### config.mk
export PLATFORM = sky130hd
export DESIGN_NAME = text_line_grouping_unit
export DESIGN_NICKNAME = d
export VERILOG_FILES = /design/src/design/tlg_pkg.sv /design/src/design/tlg_in_reg.sv /design/src/design/tlg_core.sv /design/src/design/tlg_out_fifo.sv /design/src/design/text_line_grouping_unit.sv
export SDC_FILE = /design/constraint.sdc
export NUM_CORES = 1
export LEC_CHECK = 0
export BUFFER_PORTS_ARGS = -buffer_cell sky130_fd_sc_hd__buf_4
export CORE_UTILIZATION = 65
export CTS_CLUSTER_DIAMETER = 120
export CTS_CLUSTER_SIZE = 40
export DETAILED_ROUTE_END_ITERATION = 6
export PLACE_DENSITY = 0.89
export SETUP_SLACK_MARGIN = 0.2
export SYNTH_ARGS = -nofsm -noshare
export SYNTH_HDL_FRONTEND = slang
export SYNTH_SLANG_ARGS = --single-unit
### constraint.sdc
create_clock -name clk -period 15.1 [get_ports clk]
set_clock_uncertainty 0.15 [all_clocks]
set_input_delay 2.265 -clock clk [delete_from_list [all_inputs] [get_ports clk]]
set_output_delay 2.265 -clock clk [all_outputs]
set_load 0.01 [all_outputs]
### src/design/tlg_pkg.sv
package tlg_pkg;

    // Result queue sizing: one item pushes at most two lines
    localparam int FIFO_DEPTH = 4;
    localparam int PTR_W      = $clog2(FIFO_DEPTH);
    localparam int CNT_W      = $clog2(FIFO_DEPTH + 1);
    localparam int MAX_PUSH   = 2;

    // Write request from the grouping core to the result queue.
    // slot1 is only set together with slot0.
    typedef struct packed {
        logic slot0;
        logic slot1;
    } tlg_push_t;

endpackage

### src/design/tlg_in_reg.sv
module tlg_in_reg
    import tlg_pkg::*;
#(
    parameter int COORD_BITS = 16
)
(
    input  logic                  clk,
    input  logic                  rst_n,
    input  logic                  s_tvalid,
    output logic                  s_tready,
    input  logic [COORD_BITS-1:0] box_left,
    input  logic [COORD_BITS-1:0] box_top,
    input  logic [COORD_BITS-1:0] box_right,
    input  logic [COORD_BITS-1:0] box_bottom,
    input  logic                  last_box,
    input  logic                  take,
    output logic                  item_valid,
    output logic [COORD_BITS-1:0] item_left,
    output logic [COORD_BITS-1:0] item_top,
    output logic [COORD_BITS-1:0] item_right,
    output logic [COORD_BITS-1:0] item_bottom,
    output logic                  item_last
);

    logic                  valid_reg;
    logic                  valid_next;
    logic [COORD_BITS-1:0] left_reg;
    logic [COORD_BITS-1:0] top_reg;
    logic [COORD_BITS-1:0] right_reg;
    logic [COORD_BITS-1:0] bottom_reg;
    logic                  last_reg;
    logic                  load;

    // Accept a new box when the stage is empty or drains this cycle
    assign s_tready = !valid_reg || take;
    assign load     = s_tvalid && s_tready;

    always_comb
    begin
        valid_next = valid_reg;
        if (load)
        begin
            valid_next = 1'b1;
        end
        else if (take)
        begin
            valid_next = 1'b0;
        end
    end

    always_ff @(posedge clk or negedge rst_n)
    begin
        if (!rst_n)
        begin
            valid_reg <= 1'b0;
        end
        else
        begin
            valid_reg <= valid_next;
        end
    end

    // Capture the box payload
    always_ff @(posedge clk)
    begin
        if (load)
        begin
            left_reg   <= box_left;
            top_reg    <= box_top;
            right_reg  <= box_right;
            bottom_reg <= box_bottom;
            last_reg   <= last_box;
        end
    end

    assign item_valid  = valid_reg;
    assign item_left   = left_reg;
    assign item_top    = top_reg;
    assign item_right  = right_reg;
    assign item_bottom = bottom_reg;
    assign item_last   = last_reg;

endmodule

### src/design/tlg_core.sv
module tlg_core
    import tlg_pkg::*;
#(
    parameter int COORD_BITS = 16,
    parameter int INDEX_BITS = 16,
    localparam int RES_W     = 2 * INDEX_BITS + 4 * COORD_BITS + 2
)
(
    input  logic                  clk,
    input  logic                  rst_n,
    input  logic                  item_valid,
    input  logic [COORD_BITS-1:0] item_left,
    input  logic [COORD_BITS-1:0] item_top,
    input  logic [COORD_BITS-1:0] item_right,
    input  logic [COORD_BITS-1:0] item_bottom,
    input  logic                  item_last,
    input  logic                  space_ok,
    output logic                  take,
    output tlg_push_t             push,
    // {index_overflow, last_line, bottom, right, top, left, end_char, first_char}
    output logic [RES_W-1:0]      res0,
    output logic [RES_W-1:0]      res1
);

    localparam logic [INDEX_BITS-1:0] INDEX_MAX = '1;

    logic [COORD_BITS-1:0] left_reg,   left_next;
    logic [COORD_BITS-1:0] top_reg,    top_next;
    logic [COORD_BITS-1:0] right_reg,  right_next;
    logic [COORD_BITS-1:0] bottom_reg, bottom_next;
    logic [INDEX_BITS-1:0] start_reg,  start_next;
    logic [INDEX_BITS-1:0] count_reg,  count_next;
    logic                  open_reg,   open_next;
    logic                  ovf_reg,    ovf_next;

    logic [INDEX_BITS-1:0] idx_next;
    logic [INDEX_BITS-1:0] line_start;
    logic                  at_max;
    logic                  ovf;
    logic                  joins;
    logic                  closes;
    logic                  rect_null;
    logic                  box_null;
    logic [COORD_BITS-1:0] rl_lo, rl_hi, rt_lo, rt_hi;
    logic [COORD_BITS-1:0] bl_lo, bl_hi, bt_lo, bt_hi;
    logic [COORD_BITS-1:0] u_left, u_right, u_top, u_bottom;
    logic [COORD_BITS-1:0] m_left, m_top, m_right, m_bottom;
    logic [RES_W-1:0]      close_line;
    logic [RES_W-1:0]      flush_line;

    assign take = item_valid && space_ok;

    // Saturating character index
    assign at_max   = (count_reg == INDEX_MAX);
    assign idx_next = at_max ? INDEX_MAX : count_reg + 1'b1;
    assign ovf      = ovf_reg || at_max;

    // Vertical span test against the open line
    assign joins  = open_reg && (item_top <= bottom_reg) && (item_bottom >= top_reg);
    assign closes = open_reg && !joins;

    // Union with each edge pair sorted first
    assign rect_null = (left_reg == right_reg) && (top_reg == bottom_reg);
    assign box_null  = (item_left == item_right) && (item_top == item_bottom);

    assign rl_lo = (left_reg < right_reg) ? left_reg : right_reg;
    assign rl_hi = (left_reg < right_reg) ? right_reg : left_reg;
    assign rt_lo = (top_reg < bottom_reg) ? top_reg : bottom_reg;
    assign rt_hi = (top_reg < bottom_reg) ? bottom_reg : top_reg;
    assign bl_lo = (item_left < item_right) ? item_left : item_right;
    assign bl_hi = (item_left < item_right) ? item_right : item_left;
    assign bt_lo = (item_top < item_bottom) ? item_top : item_bottom;
    assign bt_hi = (item_top < item_bottom) ? item_bottom : item_top;

    assign u_left   = (rl_lo < bl_lo) ? rl_lo : bl_lo;
    assign u_right  = (rl_hi > bl_hi) ? rl_hi : bl_hi;
    assign u_top    = (rt_lo < bt_lo) ? rt_lo : bt_lo;
    assign u_bottom = (rt_hi > bt_hi) ? rt_hi : bt_hi;

    // Rectangle of the line after this box
    always_comb
    begin
        m_left     = item_left;
        m_top      = item_top;
        m_right    = item_right;
        m_bottom   = item_bottom;
        line_start = count_reg;
        if (joins)
        begin
            line_start = start_reg;
            priority if (rect_null)
            begin
                m_left   = item_left;
                m_top    = item_top;
                m_right  = item_right;
                m_bottom = item_bottom;
            end
            else if (box_null)
            begin
                m_left   = left_reg;
                m_top    = top_reg;
                m_right  = right_reg;
                m_bottom = bottom_reg;
            end
            else
            begin
                m_left   = u_left;
                m_top    = u_top;
                m_right  = u_right;
                m_bottom = u_bottom;
            end
        end
    end

    // Lines emitted by this box
    assign close_line = {ovf, 1'b0, bottom_reg, right_reg, top_reg, left_reg,
                         count_reg, start_reg};
    assign flush_line = {ovf, 1'b1, m_bottom, m_right, m_top, m_left,
                         idx_next, line_start};

    always_comb
    begin
        push.slot0 = take && (closes || item_last);
        push.slot1 = take && closes && item_last;
        res0       = closes ? close_line : flush_line;
        res1       = flush_line;
    end

    // Next state: a last box returns everything to the page start
    always_comb
    begin
        left_next   = m_left;
        top_next    = m_top;
        right_next  = m_right;
        bottom_next = m_bottom;
        start_next  = line_start;
        count_next  = idx_next;
        open_next   = 1'b1;
        ovf_next    = ovf;
        if (item_last)
        begin
            left_next   = '0;
            top_next    = '0;
            right_next  = '0;
            bottom_next = '0;
            start_next  = '0;
            count_next  = '0;
            open_next   = 1'b0;
            ovf_next    = 1'b0;
        end
    end

    always_ff @(posedge clk or negedge rst_n)
    begin
        if (!rst_n)
        begin
            left_reg   <= '0;
            top_reg    <= '0;
            right_reg  <= '0;
            bottom_reg <= '0;
            start_reg  <= '0;
            count_reg  <= '0;
            open_reg   <= 1'b0;
            ovf_reg    <= 1'b0;
        end
        else if (take)
        begin
            left_reg   <= left_next;
            top_reg    <= top_next;
            right_reg  <= right_next;
            bottom_reg <= bottom_next;
            start_reg  <= start_next;
            count_reg  <= count_next;
            open_reg   <= open_next;
            ovf_reg    <= ovf_next;
        end
    end

endmodule

### src/design/tlg_out_fifo.sv
module tlg_out_fifo
    import tlg_pkg::*;
#(
    parameter int WIDTH = 98
)
(
    input  logic             clk,
    input  logic             rst_n,
    input  tlg_push_t        push,
    input  logic [WIDTH-1:0] res0,
    input  logic [WIDTH-1:0] res1,
    output logic             space_ok,
    output logic             out_valid,
    input  logic             out_ready,
    output logic [WIDTH-1:0] out_data
);

    logic [WIDTH-1:0] entry_reg [FIFO_DEPTH];
    logic [PTR_W-1:0] wr_reg, wr_next;
    logic [PTR_W-1:0] rd_reg, rd_next;
    logic [CNT_W-1:0] cnt_reg, cnt_next;
    logic [PTR_W-1:0] wr_second;
    logic             pop;

    assign space_ok  = cnt_reg <= CNT_W'(FIFO_DEPTH - MAX_PUSH);
    assign out_valid = cnt_reg != '0;
    assign out_data  = entry_reg[rd_reg];
    assign pop       = out_valid && out_ready;
    assign wr_second = wr_reg + 1'b1;

    // Advance pointers and occupancy
    always_comb
    begin
        wr_next  = wr_reg + PTR_W'(push.slot0) + PTR_W'(push.slot1);
        rd_next  = rd_reg + PTR_W'(pop);
        cnt_next = cnt_reg + CNT_W'(push.slot0) + CNT_W'(push.slot1) - CNT_W'(pop);
    end

    always_ff @(posedge clk or negedge rst_n)
    begin
        if (!rst_n)
        begin
            wr_reg  <= '0;
            rd_reg  <= '0;
            cnt_reg <= '0;
        end
        else
        begin
            wr_reg  <= wr_next;
            rd_reg  <= rd_next;
            cnt_reg <= cnt_next;
        end
    end

    // Store up to two lines per cycle
    always_ff @(posedge clk)
    begin
        if (push.slot0)
        begin
            entry_reg[wr_reg] <= res0;
        end
        if (push.slot1)
        begin
            entry_reg[wr_second] <= res1;
        end
    end

endmodule

### src/design/text_line_grouping_unit.sv
// Channel  Direction  tdata                                    tlast      tuser
// s_axis   in         box_left, box_top, box_right, box_bottom last_box   -
// m_axis   out        first_char, end_char, rect_left,         last_line  index_overflow
//                     rect_top, rect_right, rect_bottom
//
// One box per cycle while the queue has room: a box is held in the input register,
// then the span test and union against the open line rectangle update the line
// state and push zero, one or two lines into a four-entry result queue.
// A box that emits two lines writes both into the queue in the same cycle; the input
// side keeps accepting while the queue has two free entries.
// rst_n clears the open line, the character counter and the queue.
// Output stalls back up into the input once the queue fills.
module text_line_grouping_unit
    import tlg_pkg::*;
#(
    parameter int COORD_BITS = 16,
    parameter int INDEX_BITS = 16,
    localparam int S_DATA_W  = ((4 * COORD_BITS + 7) / 8) * 8,
    localparam int M_DATA_W  = ((2 * INDEX_BITS + 4 * COORD_BITS + 7) / 8) * 8
)
(
    input  logic                clk,
    input  logic                rst_n,
    input  logic                s_tvalid,
    output logic                s_tready,
    input  logic [S_DATA_W-1:0] s_tdata,  // box_left, box_top, box_right, box_bottom
    input  logic                s_tlast,  // last_box
    output logic                m_tvalid,
    input  logic                m_tready,
    output logic [M_DATA_W-1:0] m_tdata,  // first_char, end_char, rect_left, rect_top,
                                          // rect_right, rect_bottom
    output logic                m_tlast,  // last_line
    output logic                m_tuser   // index_overflow
);

    localparam int RES_DATA_W = 2 * INDEX_BITS + 4 * COORD_BITS;
    localparam int RES_W      = RES_DATA_W + 2;

    logic                  item_valid;
    logic [COORD_BITS-1:0] item_left;
    logic [COORD_BITS-1:0] item_top;
    logic [COORD_BITS-1:0] item_right;
    logic [COORD_BITS-1:0] item_bottom;
    logic                  item_last;
    logic                  take;
    logic                  space_ok;
    tlg_push_t             push;
    logic [RES_W-1:0]      res0;
    logic [RES_W-1:0]      res1;
    logic [RES_W-1:0]      out_data;

    tlg_in_reg #(
        .COORD_BITS (COORD_BITS)
    ) u_in_reg (
        .clk         (clk),
        .rst_n       (rst_n),
        .s_tvalid    (s_tvalid),
        .s_tready    (s_tready),
        .box_left    (s_tdata[COORD_BITS-1:0]),
        .box_top     (s_tdata[2*COORD_BITS-1:COORD_BITS]),
        .box_right   (s_tdata[3*COORD_BITS-1:2*COORD_BITS]),
        .box_bottom  (s_tdata[4*COORD_BITS-1:3*COORD_BITS]),
        .last_box    (s_tlast),
        .take        (take),
        .item_valid  (item_valid),
        .item_left   (item_left),
        .item_top    (item_top),
        .item_right  (item_right),
        .item_bottom (item_bottom),
        .item_last   (item_last)
    );

    tlg_core #(
        .COORD_BITS (COORD_BITS),
        .INDEX_BITS (INDEX_BITS)
    ) u_core (
        .clk         (clk),
        .rst_n       (rst_n),
        .item_valid  (item_valid),
        .item_left   (item_left),
        .item_top    (item_top),
        .item_right  (item_right),
        .item_bottom (item_bottom),
        .item_last   (item_last),
        .space_ok    (space_ok),
        .take        (take),
        .push        (push),
        .res0        (res0),
        .res1        (res1)
    );

    tlg_out_fifo #(
        .WIDTH (RES_W)
    ) u_out_fifo (
        .clk       (clk),
        .rst_n     (rst_n),
        .push      (push),
        .res0      (res0),
        .res1      (res1),
        .space_ok  (space_ok),
        .out_valid (m_tvalid),
        .out_ready (m_tready),
        .out_data  (out_data)
    );

    // Unpack the queued line onto the master side
    assign m_tdata = M_DATA_W'(out_data[RES_DATA_W-1:0]);
    assign m_tlast = out_data[RES_DATA_W];
    assign m_tuser = out_data[RES_DATA_W+1];

endmodule

**Yosys cells after proc, flatten, opt, wreduce, memory -nomap -nowiden**

Memories as Yosys holds them, arrays and structs flattened.
Cells that the tools add are included.

- Memories kept: 1
- Input bits: 69
- Logic and storage cells: 101
- Output and inout bits: 100
- Register bits after elaboration: 171
- RAM bits: 392

- Multiplexer cells: 41
- Add/subtract/negate cells: 8
- $lt $le $gt $ge: 11
- Reductions and logical operators: 18
- Equal/unequal tests: 5

Memory list:

| memory | words | bits a word | read ports | clocked after memory_dff | write ports | line | text |
|---|---|---|---|---|---|---|---|
| u_out_fifo.entry_reg | 4 | 98 | 1 | 0 | 2 | tlg_out_fifo.sv:18 | `logic [WIDTH-1:0] entry_reg [FIFO_DEPTH];` |

Operators with widths:

| cell | number |
|---|---|
| $mux W16 | 32 |
| $mux W97 | 1 |
| $lt A16 B16 Y1 | 6 |
| $eq A16 B16 Y1 | 4 |
| $gt A16 B16 Y1 | 2 |
| $add A16 B1 Y16 const B | 1 |
| $eq A16 B16 Y1 const B | 1 |
| $ge A16 B16 Y1 | 1 |
| $le A16 B16 Y1 | 1 |
| $logic_and A1 B1 Y1 | 11 |
| $mux W1 | 8 |
| $add A2 B1 Y2 | 3 |
| $add A3 B1 Y3 | 2 |
| $le A3 B2 Y1 const B | 1 |
| $logic_or A1 B1 Y1 | 3 |
| $reduce_bool A3 Y1 | 1 |
| $sub A3 B1 Y3 | 1 |
| $add A2 B1 Y2 const B | 1 |
| $logic_not A1 Y1 | 2 |
| $reduce_bool A2 Y1 | 1 |

**Logic depth before layout (Yosys ltp)**

Gate-level depths: netlist of the first run.

- Depth after elaboration: 10
- Gate-level depth with buffers: 24

**Hierarchy**

Synthesis of the first run repeated with hierarchy kept, for this count alone.

- Cell total of the unflattened synthesis: 2661
- Area total of the unflattened synthesis: 33771.1 sq um

By module, submodules not included:

| module | times used | cells each | area an instance (sq um) | sequential area each (sq um) |
|---|---|---|---|---|
| tlg_out_fifo | 1 | 984 | 19233.4 | 11946.5 |
| tlg_core | 1 | 1608 | 12532.0 | 2452.4 |
| tlg_in_reg | 1 | 69 | 2005.7 | 1976.9 |

**Worst setup path after synthesis of the first run**

Ideal clock, no wire load.

- Kind: reg-to-reg
- Start: register u_core.top_reg[5]
- End: memory u_out_fifo.entry_reg[1][0] (enable)
- Data arrival time: 8871 ps
- Data required time: 14261 ps
- Slack: 5390 ps
- Cell stages (with the launch flop): 10
- Cell sequence: dfrtp_1 > clkbuf_1 > inv_1 > ha_1 > a2111oi_0 > nand2_1 > o21ai_0 > a31oi_1 > buf_2 > o21ai_0

RTL lines:

| item | line | text |
|---|---|---|
| start: declaration | tlg_core.sv:28 | `logic [COORD_BITS-1:0] top_reg, top_next;` |
| start signal: assignment | tlg_core.sv:169 | `top_reg <= top_next;` |
| end: declaration | tlg_out_fifo.sv:18 |  |

==> results of run 1 <==
-- worst max-delay path: cells and delay by family (launching register included) --
family                   cells  cell delay (ps)
flip-flops                   1              550
AND/OR/NAND/NOR              3             1290
multiplexers                 2              830
adder cells (fa/ha/maj)      2              630
buffers and inverters        3              700
AO/OA/AOI/OAI                8             2570
-- kinds of logic after synthesis --
| group | after synthesis | synth area share (%) |
|---|---|---|
| compound gates | 947 | 21.25 |
| xor+xnor | 13 | 0.3503 |
| fa+ha+maj | 165 | 6.421 |
| buf+inv | 397 | 4.758 |
| flops | 563 | 50.26 |
| mux | 209 | 10.33 |
| simple gates | 492 | 6.640 |
-- layout by cell type, fill, tap and decap left out, drive strengths merged, types with 10 or more instances in the layout --
cell type,n
o32ai,17
o21ai,198
mux2i,80
o221ai,17
nand2,218
nand4,32
o21a,13
o31a,15
o311ai,17
nand3,24
o31ai,17
a211oi,24
and3,12
a21oi,121
or3,15
inv,128
nor2,137
mux4,98
a22oi,17
a31o,35
buf,216
a21o,57
mux2,31
nand2b,10
a22o,293
edfxtp,453
ha,162
clkbuf,29
nor3,16
o22ai,63
dfrtp,106
-- power by group --
group / total, mW / leakage, nW / internal [mW] / switching (mW)
Combinational: 4.19 / 7.18 / 1.63 / 2.56
Sequential: 2.49 / 5.80 / 2.11 / 0.377
Clock: 0.715 / 0.268 / 0.246 / 0.468
Total: 7.39 / 13.3 / 3.99 / 3.41
-- per-layer routing --
| layer | part of all wire (%) | track usage [%] |
|---|---|---|
| met4 | 4.1 | 16.57 |
| met3 | 13 | 7.039 |
| met2 | 46 | 58.93 |
| met5 | 0 | 0 |
| met1 | 37 | 51.86 |
-- area by class of cell --
type	count	area [um^2]	share of cell area, %
multi-input cells	1826	14780	42.67
flip-flops and latches	563	16340	47.18
repair buffers	216	1622	4.682
clock inverters	3	55.05	0.1589
diodes	1	2.502	0.007225
inverters	130	493.0	1.423
clock buffers	29	513.0	1.481
well taps	664	830.8	2.399
-- Yosys cell counts, drive strengths merged (35+ instances only) --
library cell,n
mux2i,80
inv,128
a31o,35
o22ai,63
edfxtp,453
dfrtp,106
o21ai,198
a21oi,121
ha,162
nor2,137
a21o,57
clkbuf,204
a22o,293
mux4,98
buf,63
nand2,218
-- stage by stage --
| stage | area [um^2] | utilization (%) |
|---|---|---|
| 2_1_floorplan | 32500 | - |
| 3_3_place_gp | 34070 | 69.31 |
| 3_5_place_dp | 34070 | 69.31 |
| 4_1_cts | 34630 | 70.46 |
| 5_1_grt | 34630 | 70.46 |
| 6_report | 34640 | 70.47 |
-- worst paths after layout --
path                                             startpoint                           to  slack, ps
worst min-delay path            u_out_fifo.entry_reg[2][96]  u_out_fifo.entry_reg[2][96]        380
min in group asynchronous                             rst_n         u_core.count_reg[12]       1630
max in group asynchronous                             rst_n           u_core.left_reg[1]      11800
worst max register to register         u_core.right_reg[11]  u_out_fifo.entry_reg[3][39]       8110
worst max-delay path                   u_core.right_reg[11]  u_out_fifo.entry_reg[3][39]       8110
worst min register to register  u_out_fifo.entry_reg[2][96]  u_out_fifo.entry_reg[2][96]        380
==> summary.md, run 1 <==
| Metric | Value |
|---|---|
| Dpl ws | `8274 ps` |
| Resized Gates After CTS | `0` |
| Die Area | `0.05091 mm^2` |
| Crit-path max FO | `30` |
| CORE AREA | `0.04915 mm^2` |
| Worst slew margin | `16.80%` |
| Asr flop ratio synth | `18.83%` |
| Detailed placement HPWL | `61940 um` |
| First-pass GRT wire length | `144700 um` |
| Post-synth EDFFs | `453` |
| VDD IR max | `0.1727 mV` |
| Synth area leader | `edfxtp_1` |
| Crit-path max cell delay | `810 ps` |
| CP Cell Sequence | `inv_1, ha_1, a21oi_1, o21ai_0, a221oi_1, nand3_1, buf_4, mux2_2, ha_1, nand3_1, or3_1, a211o_1, inv_1, o311a_1, o21ai_0, a22o_1, mux2i_1, o21ai_0` |
| Synth-to-Final Area Change | `6.559%` |
| Number of CTS-inserted buffers | `18` |
| Congestion Overflow GR | `0` |
| Placed cells | `3399` |
| Placer Congestion | `0.9593` |
| Status | `finished, final reports clean` |
| Leakage | `13.25 nW` |
| Setup crit end kind | `flip-flop` |
| CP most frequent cell | `o21ai_0` |
| Synth Instances | `2786` |
| Ranking of synthesized cells by area | `edfxtp_1 (42%), dfrtp_1 (8.2%), a22o_1 (7.9%)` |
| Worst-margin pin slew | `1243 ps` |
| Die width | `225.6 um` |
| Netlist cell types | `72` |
| Total number of vias | `25360` |
| Primary FF master, synth | `edfxtp_1` |
| Hold Path Class | `flip-flop to flip-flop` |
| Total track usage | `37.71%` |
| Clock transition at the registers of the reported paths | `140 ps` |
| Routed wire length | `96370 um` |
| Synth top area share | `41.85%` |
| Critical path class | `flip-flop to flip-flop` |
| WL/cell | `28.08 um` |
| Chip height | `225.6 um` |
| Skew-Pair Late Insertion Delay | `610 ps` |
| RSZ-0062 raised after global routing | `no` |
| Crit start category | `flip-flop` |
| Design Power | `7.395 mW` |
| Cells on worst reg2reg path | `18` |
| Syn avg cell area | `11.67 um^2` |
| Hold Vio Cnt, Final | `0` |
| DRC | `0` |
| Largest net degree at the start of global routing | `71` |
| Hold Slack | `378.8 ps` |
| Final ANT Viol Nets | `0` |
| Clock sink count | `563` |
| Final-stage net count | `2989` |
| Iter 0 DRT Violations | `3750` |
| PnR worst setup slack | `8106 ps` |
| Max_cap viols | `0` |
| Initial antenna violation count | `0` |
| Final period utilization | `46.32%` |
| FF+latch count, synth | `563` |
| CTS max path bufs | `3` |
| Largest register FFs | `392` |
| Root Buffer | `clkbuf_16` |
| Fillers | `3370` |
| 1st-pass router iterations | `6` |
| Setup Fix Bufs, Post-CTS | `0` |
| CP arrival | `7180 ps` |
| Clock H-tree levels | `1` |
| Final setup violation count | `0` |
| Power Density | `213.5 mW/mm^2` |
| Initial Util | `66.13%` |
| Post-Synthesis Cell Area | `0.03250 mm^2` |
| Required time of the critical path | `15280 ps` |
| Vias in the first global route | `24950` |
| Slowest CP cell | `o311a_1` |
| CTS Hold Bufs | `0` |
| Hold path depth | `2` |
| Row count | `81` |
| CTS tree | `built` |
| Sequential cell area fraction in the yosys report | `50.26%` |
| Max frequency | `143.0 MHz` |
| Share of layout cells above drive strength 1 | `16.73%` |
| Setup TNS Final | `0 ps` |
| Slew Viols, Final | `0` |
| Syn Nets | `3020` |
| Top Ports | `169` |
| Layout Cells excl Fill | `3432` |
| Synth warnings | `0` |
| Port bufs | `168` |
| Final Critical Period | `6994 ps` |
| Vias per cell | `7.390` |
Note: power is estimated with default switching activity, not from simulation.
==> run 2: changes to the inputs <==
--- a/config.mk
+++ b/config.mk
@@ -6,11 +6,11 @@
 export NUM_CORES = 1
 export LEC_CHECK = 0
 export BUFFER_PORTS_ARGS = -buffer_cell sky130_fd_sc_hd__buf_4
-export CORE_UTILIZATION = 65
+export CORE_UTILIZATION = 56
 export CTS_CLUSTER_DIAMETER = 120
 export CTS_CLUSTER_SIZE = 40
 export DETAILED_ROUTE_END_ITERATION = 6
-export PLACE_DENSITY = 0.89
+export PLACE_DENSITY = 0.82
 export SETUP_SLACK_MARGIN = 0.2
 export SYNTH_ARGS = -nofsm -noshare
 export SYNTH_HDL_FRONTEND = slang
==> constraint.sdc (replaced) <==
create_clock -name clk -period 6 [get_ports clk]
set_clock_uncertainty 0.15 [all_clocks]
set_input_delay 0.9 -clock clk [delete_from_list [all_inputs] [get_ports clk]]
set_output_delay 0.9 -clock clk [all_outputs]
set_load 0.01 [all_outputs]
==> run 2 against run 1 <==
The flow now finishes with violations (design-rule violations). Non-clock buffer count grew 78. First-iteration DRC count shrank 12%. Clock-buffer cell count shrank 2. Sequential power grew 140%. Sequential share of layout area shrank 1.1 points. Worst hold slack lost 140 ps. Global-route usage shrank 5.5 points. Utilization shrank 8.0 points. Register-to-register slack lost 7600 ps. Clock power grew to 2.6 times the previous value. Die area grew 16%.
==> summary.md, run 2 (synthesis gave the netlist of run 1 again) <==
| Metric | Value |
|---|---|
| Die width | `242.9 um (+7.7%)` |
| Total track usage | `32.19% (-5.5 points)` |
| Max frequency | `180.4 MHz (+26%)` |
| Final setup violation count | `0 (unchanged)` |
| Clock sink count | `563 (unchanged)` |
| Total number of vias | `25130 (-0.93%)` |
| Largest register FFs | `392 (unchanged)` |
| Routed wire length | `96480 um (+0.12%)` |
| Synth-to-Final Area Change | `9.188%` |
| PnR worst setup slack | `456.2 ps (-7650 ps)` |
| Initial Util | `57.20% (-8.9 points)` |
| Crit-path max FO | `16 (-47%)` |
| Final period utilization | `92.40% (+46 points)` |
| Final ANT Viol Nets | `0 (unchanged)` |
| Chip height | `242.9 um (+7.7%)` |
| Detailed placement HPWL | `64500 um (+4.1%)` |
| Number of CTS-inserted buffers | `19 (+1)` |
| Skew-Pair Late Insertion Delay | `610 ps (about the same)` |
| Top Ports | `169 (unchanged)` |
| Vias in the first global route | `24730 (-0.89%)` |
| Most frequent cells in the layout | `edfxtp_1 (453), a22o_1 (293), buf_4 (287)` |
| Design Power | `19.10 mW (+160%)` |
| Initial antenna violation count | `0 (unchanged)` |
| CP arrival | `5850 ps (-1330 ps)` |
| Placed cells | `3564 (+4.9%)` |
| Setup TNS Final | `0 ps (unchanged)` |
| Placer Congestion | `0.9818 (+2.3%)` |
| Layout Cells excl Fill | `3601 (+4.9%)` |
| Leakage | `13.70 nW (+3.4%)` |
| Port bufs | `168 (unchanged)` |
| Power Density | `538.1 mW/mm^2 (+150%)` |
| WL/cell | `26.79 um (-4.6%)` |
| N_diodes | `0 (-1)` |
| Setup crit end kind | `flip-flop` |
| CTS tree | `built` |
| VDD IR max | `0.4609 mV (+170%)` |
| Dpl ws | `-55.07 ps (-8329 ps)` |
| CP most frequent cell | `buf_4` |
| RSZ-0062 raised after global routing | `no` |
| 1st-pass router iterations | `7 (+1)` |
| CTS max path bufs | `3 (unchanged)` |
| DRC | `1 (+1)` |
| Clock transition at the registers of the reported paths | `140 ps (about the same)` |
| Layout Cell Area excl Fill | `0.03549 mm^2 (+2.5%)` |
| Worst-margin pin slew | `1207 ps (-36.84 ps)` |
| Slew Viols, Final | `0 (unchanged)` |
| Max_cap viols | `0 (unchanged)` |
| Failing checks | `design-rule violations` |
| Fillers | `4355 (+29%)` |
| CP Cell Sequence | `inv_1, ha_1, a41oi_1, o21ai_0, a221oi_2, nand3_4, buf_4, buf_4, a21oi_1, inv_1, ha_1, a211oi_1, o21ai_0, nand3_1, o311ai_0, a221oi_2, buf_4, mux2_2, a21oi_1, a22o_1` |
| Final-stage net count | `3068 (+2.6%)` |
| Root Buffer | `clkbuf_16` |
| Largest net degree at the start of global routing | `69 (-2.8%)` |
| Congestion Overflow GR | `0 (unchanged)` |
| Share of layout cells above drive strength 1 | `19.40% (+2.7 points)` |
| Clock H-tree levels | `1 (unchanged)` |
| Iter 0 DRT Violations | `3303 (-12%)` |
| Vias per cell | `6.978 (-5.6%)` |
| Final Critical Period | `5544 ps (-1450 ps)` |
| Row count | `87 (+7.4%)` |
| Crit-path max cell delay | `580 ps (-230 ps)` |
| Status | `finished with violations` |
| Crit start category | `flip-flop` |
| Fin util | `62.46% (-8.0 points)` |
| Hold Slack | `236.2 ps (-142.7 ps)` |
| Slowest CP cell | `dfrtp_1` |
| First-pass GRT wire length | `146100 um (+0.95%)` |
| Die Area | `0.05901 mm^2 (+16%)` |
| Post-place instance area | `0.03480 mm^2 (+2.1%)` |
| Most common cell after layout, fill and taps aside | `edfxtp_1` |
| CTS Hold Bufs | `0 (unchanged)` |
| Hold Path Class | `input port to asynchronous set/reset pin` |
| Worst slew margin | `19.26% (+2.5 points)` |
| Required time of the critical path | `6310 ps (-8970 ps)` |
| Critical path class | `flip-flop to flip-flop` |
| Hold Vio Cnt, Final | `0 (unchanged)` |
| CORE AREA | `0.05682 mm^2 (+16%)` |
[run 2: path summary, 6_finish.rpt]
kind | start | to | slack [ps] | cells past startpoint
min in group clk | s_tdata[43] | u_in_reg.item_right[11] | 310 | 1
max in group asynchronous | rst_n | u_out_fifo.rd_reg[0] | 3990 | 2
setup / recovery | u_core.bottom_reg[5] | u_out_fifo.entry_reg[2][51] | 460 | 20
setup reg to reg | u_core.bottom_reg[5] | u_out_fifo.entry_reg[2][51] | 460 | 20
hold reg to reg | u_out_fifo.entry_reg[1][96] | u_out_fifo.entry_reg[1][96] | 350 | 2
hold / removal | rst_n | u_core.left_reg[8] | 240 | 1
[run 2: power by group]
group	switching (mW)	internal (mW)
sequential	0.796	5.30
combinational	6.66	4.47
clock	1.23	0.639
[run 2: final cells by class]
| type | count | area [um^2] | area share, % |
|---|---|---|---|
| Sequential cell | 563 | 16350 | 46.06 |
| Timing Repair Buffer | 294 | 2286 | 6.441 |
| Inverter | 130 | 490.5 | 1.382 |
| Tap cell | 756 | 945.9 | 2.665 |
| Clock buffer | 27 | 505.5 | 1.424 |
| Clock inverter | 5 | 92.59 | 0.2609 |
| Multi-Input combinational cell | 1826 | 14830 | 41.77 |
[run 2: worst max-delay path, delay by kind of cell, from the launching register on]
family / cells / cell delay, ps
AO/OA/AOI/OAI: 10 / 2270
buffers and inverters: 5 / 1010
adder cells (fa/ha/maj): 2 / 640
flip-flops: 1 / 580
multiplexers: 1 / 380
AND/OR/NAND/NOR: 2 / 370
[run 2: metal layers]
metal  vias to the layer above  global-route usage, %  part of all wire (%)
met4                         0                  10.65                   3.0
met2                      1667                  51.23                    46
met3                       194                  5.230                    12
met1                     12370                  45.14                    39
li1                      10890                      -                     -
met5                         -                      0                     0
[run 2: repair_timing]
| item | CTS | global route |
|---|---|---|
| pin swaps | 0 | 1 |
| setup buffers | 0 | 5 |
| resized for setup | 2 | 14 |
| endpoints found under the setup margin | 144 | 176 |
